--- src/oqv_pkg.sv ---
// Shared types, sizes and codes for the ordered queue with value operations.
package oqv_pkg;

   localparam int DEPTH  = 16;
   localparam int ADDR_W = $clog2(DEPTH);
   localparam int CNT_W  = $clog2(DEPTH + 1);
   localparam int WORD_W = 32;
   localparam int LEN_W  = 5;
   localparam int STAT_W = 2;
   localparam int OP_W   = 3;

   typedef enum logic [OP_W-1:0] {
      OP_ENQ = 3'd0,
      OP_DEQ = 3'd1,
      OP_DEL = 3'd2,
      OP_INS = 3'd3,
      OP_UPD = 3'd4
   } op_type;

   localparam logic [STAT_W-1:0] ST_DONE      = 2'd0;
   localparam logic [STAT_W-1:0] ST_NOT_FOUND = 2'd1;
   localparam logic [STAT_W-1:0] ST_FULL      = 2'd2;
   localparam logic [STAT_W-1:0] ST_EMPTY     = 2'd3;

   typedef struct packed {
      logic [OP_W-1:0]          opcode;
      logic signed [WORD_W-1:0] first_value;
      logic signed [WORD_W-1:0] second_value;
   } req_type;

   typedef struct packed {
      logic [STAT_W-1:0]        status;
      logic [LEN_W-1:0]         length;
      logic signed [WORD_W-1:0] front_value;
      logic signed [WORD_W-1:0] rear_value;
   } rsp_type;

   typedef struct packed {
      logic              we;
      logic [ADDR_W-1:0] waddr;
      logic [WORD_W-1:0] wdata;
      logic              re;
      logic [ADDR_W-1:0] raddr;
   } mem_req_type;

endpackage

--- src/oqv_ram.sv ---
// Generic single-write, single-read RAM with registered read data.
module oqv_ram #(
   parameter int WIDTH = 32,
   parameter int DEPTH = 16
) (
   input  logic                     clock,
   input  logic                     we,
   input  logic [$clog2(DEPTH)-1:0] waddr,
   input  logic [WIDTH-1:0]         wdata,
   input  logic                     re,
   input  logic [$clog2(DEPTH)-1:0] raddr,
   output logic [WIDTH-1:0]         rdata
);

   logic [WIDTH-1:0] mem_ff [DEPTH];
   logic [WIDTH-1:0] rdata_ff;

   always_ff @(posedge clock) begin
      if (we) begin
         mem_ff[waddr] <= wdata;
      end
      if (re) begin
         rdata_ff <= mem_ff[raddr];
      end
   end

   assign rdata = rdata_ff;

endmodule

--- src/oqv_walker.sv ---
// Operation sequencer: decodes an item, walks the entry memory and reads back front and rear.
module oqv_walker (
   input  logic                clock,
   input  logic                reset,
   input  logic                req_valid,
   output logic                req_ready,
   input  oqv_pkg::req_type    req_data,
   output logic                res_valid,
   input  logic                res_take,
   output oqv_pkg::rsp_type    res_data,
   output oqv_pkg::mem_req_type mem_req,
   input  logic [oqv_pkg::WORD_W-1:0] mem_rdata
);
   import oqv_pkg::*;

   typedef enum logic [2:0] {
      S_IDLE,
      S_WALK,
      S_RB0,
      S_RB1,
      S_RB2,
      S_DONE
   } state_type;

   typedef enum logic [1:0] {
      MODE_DEL,
      MODE_INS,
      MODE_UPD
   } mode_type;

   state_type         state_ff, state_in;
   mode_type          mode_ff, mode_in;
   logic              deq_ff, deq_in;
   logic [CNT_W-1:0]  count_ff, count_in;
   logic [WORD_W-1:0] key_ff, key_in;
   logic [WORD_W-1:0] word_ff, word_in;
   logic [WORD_W-1:0] carry_ff, carry_in;
   logic              matched_ff, matched_in;
   logic [CNT_W-1:0]  rd_ptr_ff, rd_ptr_in;
   logic              pend_valid_ff, pend_valid_in;
   logic [ADDR_W-1:0] pend_addr_ff, pend_addr_in;
   logic [STAT_W-1:0] status_ff, status_in;
   logic [WORD_W-1:0] front_ff, front_in;
   logic [WORD_W-1:0] rear_ff, rear_in;

   logic              is_empty, is_full, hit;
   logic [CNT_W-1:0]  count_m1;

   assign is_empty = (count_ff == '0);
   assign is_full  = (count_ff == CNT_W'(DEPTH));
   assign count_m1 = count_ff - CNT_W'(1);
   assign hit      = !matched_ff &&
                     (deq_ff ? (pend_addr_ff == '0) : (mem_rdata == key_ff));

   // Writes always land at or behind the entry just read, so the read
   // pointer never meets a pending write and no forwarding is needed.
   always_comb begin
      state_in      = state_ff;
      mode_in       = mode_ff;
      deq_in        = deq_ff;
      count_in      = count_ff;
      key_in        = key_ff;
      word_in       = word_ff;
      carry_in      = carry_ff;
      matched_in    = matched_ff;
      rd_ptr_in     = rd_ptr_ff;
      pend_valid_in = pend_valid_ff;
      pend_addr_in  = pend_addr_ff;
      status_in     = status_ff;
      front_in      = front_ff;
      rear_in       = rear_ff;
      mem_req       = '0;
      req_ready     = 1'b0;
      res_valid     = 1'b0;

      case (state_ff)
         S_IDLE: begin
            req_ready = 1'b1;
            if (req_valid) begin
               key_in        = req_data.first_value;
               word_in       = req_data.second_value;
               carry_in      = req_data.second_value;
               matched_in    = 1'b0;
               rd_ptr_in     = '0;
               pend_valid_in = 1'b0;
               deq_in        = 1'b0;
               status_in     = ST_DONE;
               case (req_data.opcode)
                  OP_ENQ: begin
                     if (is_full) begin
                        status_in = ST_FULL;
                        state_in  = S_DONE;
                     end else begin
                        mem_req.we    = 1'b1;
                        mem_req.waddr = count_ff[ADDR_W-1:0];
                        mem_req.wdata = req_data.first_value;
                        count_in      = count_ff + CNT_W'(1);
                        state_in      = S_RB0;
                     end
                  end
                  OP_DEQ: begin
                     if (is_empty) begin
                        status_in = ST_EMPTY;
                        state_in  = S_DONE;
                     end else begin
                        mode_in  = MODE_DEL;
                        deq_in   = 1'b1;
                        state_in = S_WALK;
                     end
                  end
                  OP_DEL: begin
                     if (is_empty) begin
                        status_in = ST_EMPTY;
                        state_in  = S_DONE;
                     end else begin
                        mode_in  = MODE_DEL;
                        state_in = S_WALK;
                     end
                  end
                  OP_INS: begin
                     if (is_empty) begin
                        status_in = ST_EMPTY;
                        state_in  = S_DONE;
                     end else if (is_full) begin
                        status_in = ST_FULL;
                        state_in  = S_DONE;
                     end else if (rear_ff == req_data.first_value) begin
                        // rear matches: append, whatever matches earlier
                        mem_req.we    = 1'b1;
                        mem_req.waddr = count_ff[ADDR_W-1:0];
                        mem_req.wdata = req_data.second_value;
                        count_in      = count_ff + CNT_W'(1);
                        state_in      = S_RB0;
                     end else begin
                        mode_in  = MODE_INS;
                        state_in = S_WALK;
                     end
                  end
                  OP_UPD: begin
                     if (is_empty) begin
                        status_in = ST_EMPTY;
                        state_in  = S_DONE;
                     end else begin
                        mode_in  = MODE_UPD;
                        state_in = S_WALK;
                     end
                  end
                  default: begin
                     state_in = S_DONE;
                  end
               endcase
            end
         end

         S_WALK: begin
            if (rd_ptr_ff != count_ff) begin
               mem_req.re    = 1'b1;
               mem_req.raddr = rd_ptr_ff[ADDR_W-1:0];
               rd_ptr_in     = rd_ptr_ff + CNT_W'(1);
               pend_valid_in = 1'b1;
               pend_addr_in  = rd_ptr_ff[ADDR_W-1:0];
            end else begin
               pend_valid_in = 1'b0;
            end

            if (pend_valid_ff) begin
               case (mode_ff)
                  MODE_DEL: begin
                     // past the match, every entry moves one slot forward
                     if (matched_ff) begin
                        mem_req.we    = 1'b1;
                        mem_req.waddr = pend_addr_ff - ADDR_W'(1);
                        mem_req.wdata = mem_rdata;
                     end
                     if (hit) begin
                        matched_in = 1'b1;
                     end
                  end
                  MODE_INS: begin
                     // from the match on, carry the displaced entry rearward
                     if (hit || matched_ff) begin
                        mem_req.we    = 1'b1;
                        mem_req.waddr = pend_addr_ff;
                        mem_req.wdata = carry_ff;
                        carry_in      = mem_rdata;
                        matched_in    = 1'b1;
                     end
                  end
                  MODE_UPD: begin
                     if (hit) begin
                        mem_req.we    = 1'b1;
                        mem_req.waddr = pend_addr_ff;
                        mem_req.wdata = word_ff;
                        matched_in    = 1'b1;
                     end
                  end
                  default: begin
                  end
               endcase
            end else if (rd_ptr_ff == count_ff) begin
               case (mode_ff)
                  MODE_DEL: begin
                     if (matched_ff) begin
                        count_in = count_m1;
                     end else begin
                        status_in = ST_NOT_FOUND;
                     end
                  end
                  MODE_INS: begin
                     // no match leaves the new word in carry: plain append
                     mem_req.we    = 1'b1;
                     mem_req.waddr = count_ff[ADDR_W-1:0];
                     mem_req.wdata = carry_ff;
                     count_in      = count_ff + CNT_W'(1);
                  end
                  MODE_UPD: begin
                     if (!matched_ff) begin
                        status_in = ST_NOT_FOUND;
                     end
                  end
                  default: begin
                  end
               endcase
               state_in = S_RB0;
            end
         end

         S_RB0: begin
            if (is_empty) begin
               front_in = '0;
               rear_in  = '0;
               state_in = S_DONE;
            end else begin
               mem_req.re    = 1'b1;
               mem_req.raddr = '0;
               state_in      = S_RB1;
            end
         end

         S_RB1: begin
            front_in      = mem_rdata;
            mem_req.re    = 1'b1;
            mem_req.raddr = count_m1[ADDR_W-1:0];
            state_in      = S_RB2;
         end

         S_RB2: begin
            rear_in  = mem_rdata;
            state_in = S_DONE;
         end

         S_DONE: begin
            res_valid = 1'b1;
            if (res_take) begin
               state_in = S_IDLE;
            end
         end

         default: begin
            state_in = S_IDLE;
         end
      endcase
   end

   always_ff @(posedge clock) begin
      if (reset) begin
         state_ff      <= S_IDLE;
         count_ff      <= '0;
         matched_ff    <= 1'b0;
         pend_valid_ff <= 1'b0;
         front_ff      <= '0;
         rear_ff       <= '0;
      end else begin
         state_ff      <= state_in;
         count_ff      <= count_in;
         matched_ff    <= matched_in;
         pend_valid_ff <= pend_valid_in;
         front_ff      <= front_in;
         rear_ff       <= rear_in;
      end
      mode_ff      <= mode_in;
      deq_ff       <= deq_in;
      key_ff       <= key_in;
      word_ff      <= word_in;
      carry_ff     <= carry_in;
      rd_ptr_ff    <= rd_ptr_in;
      pend_addr_ff <= pend_addr_in;
      status_ff    <= status_in;
   end

   assign res_data.status      = status_ff;
   assign res_data.length      = LEN_W'(count_ff);
   assign res_data.front_value = front_ff;
   assign res_data.rear_value  = rear_ff;

endmodule

--- src/ordered_queue_with_value_ops.sv ---
// Top level: ordered queue of signed words with search, delete, insert and update.
//
// One item is worked at a time. Enqueue, and insert whose key matches the rear,
// write the entry and then read back front and rear before the result is
// returned; dequeue, delete, update and other inserts first walk every held
// entry through the single read port of the entry memory, DEPTH entries at most.
// Rejected items (full, empty, unused opcode) go straight to the result. The
// next item is accepted once the result has moved into the output register,
// which then holds it until rsp_ready.
module ordered_queue_with_value_ops (
   input  logic             clock,
   input  logic             reset,
   input  logic             req_valid,
   output logic             req_ready,
   input  oqv_pkg::req_type req_data,
   output logic             rsp_valid,
   input  logic             rsp_ready,
   output oqv_pkg::rsp_type rsp_data
);
   import oqv_pkg::*;

   mem_req_type       mem_req;
   logic [WORD_W-1:0] mem_rdata;
   logic              res_valid, res_take;
   rsp_type           res_data;
   logic              rsp_valid_ff, rsp_valid_in;
   rsp_type           rsp_data_ff;

   oqv_ram #(
      .WIDTH (WORD_W),
      .DEPTH (DEPTH)
   ) u_ram (
      .clock (clock),
      .we    (mem_req.we),
      .waddr (mem_req.waddr),
      .wdata (mem_req.wdata),
      .re    (mem_req.re),
      .raddr (mem_req.raddr),
      .rdata (mem_rdata)
   );

   oqv_walker u_walker (
      .clock     (clock),
      .reset     (reset),
      .req_valid (req_valid),
      .req_ready (req_ready),
      .req_data  (req_data),
      .res_valid (res_valid),
      .res_take  (res_take),
      .res_data  (res_data),
      .mem_req   (mem_req),
      .mem_rdata (mem_rdata)
   );

   assign res_take = res_valid && (!rsp_valid_ff || rsp_ready);

   always_comb begin
      rsp_valid_in = rsp_valid_ff;
      if (res_take) begin
         rsp_valid_in = 1'b1;
      end else if (rsp_ready) begin
         rsp_valid_in = 1'b0;
      end
   end

   always_ff @(posedge clock) begin
      if (reset) begin
         rsp_valid_ff <= 1'b0;
      end else begin
         rsp_valid_ff <= rsp_valid_in;
      end
      if (res_take) begin
         rsp_data_ff <= res_data;
      end
   end

   assign rsp_valid = rsp_valid_ff;
   assign rsp_data  = rsp_data_ff;

   // an accepted item keeps the input closed until its result is handed off
   a_busy_after_accept: assert property (@(posedge clock) disable iff (reset)
      req_valid && req_ready |=> !req_ready)
      else $error("input accepted again while an item is in progress");

   a_no_accept_with_result: assert property (@(posedge clock) disable iff (reset)
      res_valid |-> !req_ready)
      else $error("input open while a finished result is pending");

   a_rsp_from_result: assert property (@(posedge clock) disable iff (reset)
      $rose(rsp_valid) |-> $past(res_valid))
      else $error("output became valid without a finished result");

   a_no_write_when_idle: assert property (@(posedge clock) disable iff (reset)
      req_ready && !req_valid |-> !mem_req.we && !mem_req.re)
      else $error("memory accessed while idle");

endmodule
--- config.mk ---
export PLATFORM = sky130hd
export DESIGN_NAME = ordered_queue_with_value_ops
export DESIGN_NICKNAME = d
export VERILOG_FILES = /design/src/oqv_pkg.sv /design/src/oqv_ram.sv /design/src/oqv_walker.sv /design/src/ordered_queue_with_value_ops.sv
export SDC_FILE = /design/constraint.sdc
export NUM_CORES = 1
export LEC_CHECK = 0
export BUFFER_PORTS_ARGS = -buffer_cell sky130_fd_sc_hd__buf_2
export CAP_MARGIN = 10
export CORE_ASPECT_RATIO = 1.1
export CORE_MARGIN = 10
export CORE_UTILIZATION = 45
export CTS_CLUSTER_DIAMETER = 30
export DETAILED_ROUTE_END_ITERATION = 6
export PLACE_DENSITY = 0.61
export SYNTH_ARGS = -nofsm -noshare
export SYNTH_HDL_FRONTEND = slang
export SYNTH_HIERARCHICAL = 1
export SYNTH_SLANG_ARGS = --single-unit
--- constraint.sdc ---
create_clock -name clock -period 8.6 [get_ports clock]
set_input_delay 1.72 -clock clock [delete_from_list [all_inputs] [get_ports clock]]
set_output_delay 1.72 -clock clock [all_outputs]
set_load 0.02 [all_outputs]
Word-level counts from Yosys, hierarchy flattened
Memories as Yosys holds them, arrays and structs flattened. A register that Yosys moved wholly into a read port is not among the register bits.
Index checks and enable logic that the tools add are counted.
{ "classes": {"reduce_logical": 31, "addsub": 4, "n_mux": 83, "eq_ne": 42} }
{ "ops": {"columns": ["op", "count"], "rows": [
  ["37-bit two-way mux", 11],
  ["32-bit one-hot mux with 2 select lines", 3],
  ["32-bit two-way mux", 5],
  ["37-bit one-hot mux with 2 select lines", 2],
  ["37-bit one-hot mux with 3 select lines", 1],
  ["32-bit == test", 2],
  ["5-bit two-way mux", 12],
  ["5-bit one-hot mux with 2 select lines", 4],
  ["2-bit two-way mux", 14],
  ["3-bit two-way mux", 9],
  ["2-bit inequality test, second input constant", 11],
  ["3-bit inequality test, second input constant", 6],
  ["3-bit one-hot mux with 6 select lines", 1],
  ["5-bit one-hot mux with 3 select lines", 1],
  ["1-bit two-way mux", 13],
  ["3-bit by 2-bit == test with 1-bit output, second input constant", 4],
  ["3-bit by 2-bit inequality test with 1-bit output, second input constant", 4],
  ["2-bit one-hot mux with 3 select lines", 2],
  ["6-bit AND reduction", 2],
  ["11-bit AND reduction", 1],
  ["5-bit by 1-bit adder with 5-bit output, second input constant", 2],
  ["2-bit by 1-bit inequality test with 1-bit output, second input constant", 5],
  ["2-bit AND reduction", 5],
  ["3-bit == test, second input constant", 3],
  ["other kinds (26)", 37]
]} }
{ "totals": {"wordCells": 180, "input_bits": 71, "ram_bits": 512, "mem_count": 1, "reg_bits": 256, "out_inout_bits": 73} }
{ "mem_list": {"columns": ["memory", "words", "word_bits", "read_ports", "rd_clocked_by_memory_dff", "wr", "line_no", "rtl"], "rows": [
  ["u_ram.mem_ff", 16, 32, 1, 1, 1, "oqv_ram.sv:15", "logic [WIDTH-1:0] mem_ff [DEPTH];"]
]} }

Logic depth before layout (Yosys ltp)
{ "depth": {"depth_word": 10, "mapped_depth": 11, "mapped_depth_nobuf": 10} }

Hierarchy
The synthesis kept the hierarchy.
{ "modules_own_cells": {"columns": ["mod", "cells_each", "instances", "area_each_um2"], "rows": [
  ["oqv_ram", 838, 1, 20174.3],
  ["oqv_walker", 866, 1, 8978.6],
  ["ordered_queue_with_value_ops", 76, 1, 2187.1]
]} }

Worst setup path before layout
No wires, ideal clock.
{ "synth_path": {"path_kind": "input to register", "startpoint": "in req_valid", "endpoint": "mem u_ram.mem_ff[12][0], enable pin", "setup_ns": 0.461, "arrival_time_ns": 6.201, "setup_slack_ns": 1.938, "required_ns": 8.139, "cell_stages": 7, "path_cell_list": "nand2_1 inv_1 o21ai_0 o21a_1 o21ai_0 nand3_1 nor3_1"} }
{ "synth_lines": {"columns": ["element", "line_no", "rtl"], "rows": [
  ["start, declared", "ordered_queue_with_value_ops.sv:13", "input logic req_valid,"],
  ["end, declared", "oqv_ram.sv:15", null]
]} }

==> out/qor.yml <==
drt-met1-wl_mm: 33.65
clock_latency_ns: 0.71
ioPinCount: 144
syn2layout_area_growth_pct: 20.87
skew_ns: 0.02382
post-route-min-period_ns: 5.312
tns_ns: 0
ys_types: 63
status: "finished, final reports clean"
first_pass_iters: 6
clock-sinks: 800
crit_path_start: "u_walker/state_ff[0]"
reg2reg_depth: 9
vdd_drop_max_uv: 212.1
clk_pin_slew_ns: 0.05
r2r-start: "u_walker/state_ff[0]"
cts.path.max_buffers: 3
yosysSeqAreaShare: 0.7426
async_reset_ff_frac: 0
routedWlPerCell_microns: 26.61
grt_pass1_vias: 17990
power_density_nw_per_um2: 345.1
critPathLaunchType: "register"
swShare: 0.2951
synth_cells: 1780
num_vias: 17740
drc: 0
gr-total-overflow: 0
syn_nets: 1855
syn_area_sq_um: 31340
wl_mm: 80.56
ant_nets: 0
die-area_sq_um: 80610
nets: 2060
cp.depth: 9
antenna_found_initial: 8
switchingPower_mw: 3.859
top_layer: "met5"
ctsHoldBuffers: 0
cp.required_ns: 8.91
drt_iter0_drc: 1755
setup_viol: 0
pwr-share-comb: 0.190
core_sq_um: 69000
rsz0062_at_grt: "no"
cp-endpoint: "u_ram/mem_ff[2][22]"
die_width_microns: 271.6
hold_violations: 0
tightest_slew_ns: 1.157
port_buffers: 143
wl_met3_mm: 5.330
seqPwrFrac: 0.393
grt_pass1_wl_mm: 119.8
clock_power_share: 0.417
hold_class: "register to register"
cp_cell_sequence: "nor3b_2 > buf_4 > nand2_1 > a21oi_1 > and4_1 > nor2_1 > o221ai_1 > nand2b_1 > nor2_4"
cts_buffers: 134
syn_area_per_cell_sq_um: 17.61
cp_top_family: "simple AND/OR/NAND/NOR gates"
die_h_microns: 296.8
ys_ff_latch: 800
r2r_slack_ns: 3.29
ys.flop_type: "edfxtp_1"
maxSlewHeadroom: 0.2272
cts_tree: "built"
path_buf_inv: 1
met2_length_mm: 39.14
grt_use_total: 0.1983
globalplace.congestion: 0.9204
clock.fmax_mhz: 188.3
maxCapViolCount: 0
dpl_worst_slack_ns: 2.649
r2r_end: "u_ram/mem_ff[2][22]"
timing.final.crit_share: 0.6176
crit_fanout: 36
post_cts_resized: 0
slew_viol_final: 0
rows: 101
worstSetupEndpointType: "register"
place_hpwl_mm: 51.13
power_leakage_nw: 13.05
post_cts_buffers: 0
cts-root-buf: "clkbuf_16"
p_int_mw: 9.216
grt_max_degree: 108
viasPerCell: 5.862
synth_edf_count: 725
slowest_delay_ns: 1.01
setup_ws_ns: 3.288
yosys_warnings: 6
drive_above_1_share: 0.2691
slowest_stage: "nor2_4"
htreeDepth: 4
start_util: 0.4542
worstPathArrival_ns: 5.62
critPathKind: "register to register"
[cells in the mapped netlist, types with 6 or more instances]
| cell type | instances | area share |
|---|---|---|
| a22o_1 | 36 | 0.010 |
| a21oi_1 | 11 | 0.0018 |
| a221o_1 | 32 | 0.010 |
| clkbuf_1 | 62 | 0.0074 |
| nor2_1 | 107 | 0.013 |
| nand3_1 | 13 | 0.0021 |
| buf_2 | 12 | 0.0019 |
| mux4_2 | 128 | 0.092 |
| nand4_1 | 25 | 0.0050 |
| nor3_1 | 17 | 0.0027 |
| xor2_1 | 7 | 0.0020 |
| a21o_1 | 35 | 0.0084 |
| o21ai_0 | 18 | 0.0029 |
| nand2_1 | 150 | 0.018 |
| edfxtp_1 | 725 | 0.69 |
| xnor2_1 | 72 | 0.020 |
| inv_1 | 9 | 0.0011 |
| a22oi_1 | 128 | 0.031 |
| dfxtp_1 | 75 | 0.048 |
| nor4_1 | 6 | 0.0012 |
| buf_1 | 14 | 0.0017 |
| nand2b_1 | 6 | 0.0012 |
| buf_4 | 11 | 0.0026 |
[state kept, by name, indices dropped and copies added, names as in the netlist]
name	count
u_ram/mem_ff	512
u_walker/mode_ff	2
rsp_data	71
u_walker/front_ff	32
u_walker/pend_valid_ff	1
u_walker/count_ff	5
u_walker/status_ff	2
u_walker/rd_ptr_ff	5
u_walker/word_ff	32
rsp_valid	1
u_walker/carry_ff	32
u_ram/rdata	32
u_walker/deq_ff	1
u_walker/rear_ff	32
u_walker/pend_addr_ff	4
u_walker/state_ff	3
u_walker/key_ff	32
u_walker/matched_ff	1
[metrics by stage]
stage	utilization	hold slack [ns]	area [sq um]	power [mW]	std cells
3_5_place_dp	0.4810	0.4063	33190	7.678	2776
6_report	0.5490	0.4161	37880	13.07	3027
4_1_cts	0.5487	0.4174	37860	13.16	3019
5_1_grt	0.5489	0.4298	37880	13.56	3025
2_1_floorplan	-	0.4003	31340	6.719	1780
3_3_place_gp	0.4810	0.4077	33190	7.646	2776
[routing by layer]
layer | GRT usage | vias to the layer above
met5 | 0 | -
met4 | 0.08012 | 4
met3 | 0.04099 | 138
met2 | 0.3120 | 752
met1 | 0.2669 | 9219
li1 | - | 7631
[layout make-up]
| cell class | count | area [sq um] |
|---|---|---|
| diodes | 8 | 20.02 |
| clock buffers | 154 | 3587 |
| clock inverters | 89 | 1084 |
| fillers | 5371 | 31120 |
| inverters | 9 | 33.78 |
| multi-input cells | 870 | 7780 |
| flip-flops and latches | 800 | 23270 |
| well taps | 927 | 1160 |
| repair buffers | 170 | 943.4 |
[power by group through the flow]
stage               registers, mW  logic [mW]  clock network (mW)
floorplan                    5.05        1.67                   0
global placement             5.19        2.46                   0
detailed placement           5.20        2.48                   0
CTS                          5.13        2.49                5.54
global route                 5.17        2.65                5.74
finish                       5.13        2.48                5.46
[worst register-to-register path, stage by stage, from the launching register on]
cell	delay [ns]
dfxtp_1	0.67
nor3b_2	0.66
buf_4	0.55
nand2_1	0.34
a21oi_1	0.24
and4_1	0.28
nor2_1	0.10
o221ai_1	0.59
nand2b_1	0.46
nor2_4	1.01
[placed cells by master (no fill, tap or decap), drive strengths merged, types with 7 or more instances in the layout]
cell type    n
nor3        18
a21o        35
nand2b       7
clkbuf     154
edfxtp     725
mux4       128
and2         7
nor2       107
clkinvlp    14
buf        170
a221o       32
clkinv      29
inv         38
nor4         8
diode        8
a21oi       12
nand2      150
o21ai       20
nand3       13
bufinv      17
xnor2       72
dfxtp       75
xor2         7
a22oi      128
nand4       25
a22o        36
[how the worst min path moves through the flow]
| stage | startpoint | end | slack, ns | depth (start not counted) |
|---|---|---|---|---|
| floorplan | u_walker/status_ff[0] | rsp_data[69] | 0.40 | 0 |
| global placement | u_walker/status_ff[1] | rsp_data[70] | 0.41 | 0 |
| detailed placement | u_walker/status_ff[0] | rsp_data[69] | 0.41 | 0 |
| CTS | u_walker/status_ff[0] | rsp_data[69] | 0.42 | 0 |
| global route | u_walker/status_ff[1] | rsp_data[70] | 0.43 | 0 |
| finish | u_walker/status_ff[0] | rsp_data[69] | 0.42 | 0 |
[kinds of logic after synthesis]
family,after synthesis,synth area share
and+or+nand+nor,368,0.05450
muxes,131,0.09294
adders and majority gates,4,0.001597
AOI/OAI and AO/OA,288,0.07086
buffers and inverters,110,0.01545
DFF,800,0.7426
xor gates and xnor gates,79,0.02208
Power figures use the tool's default switching activity.
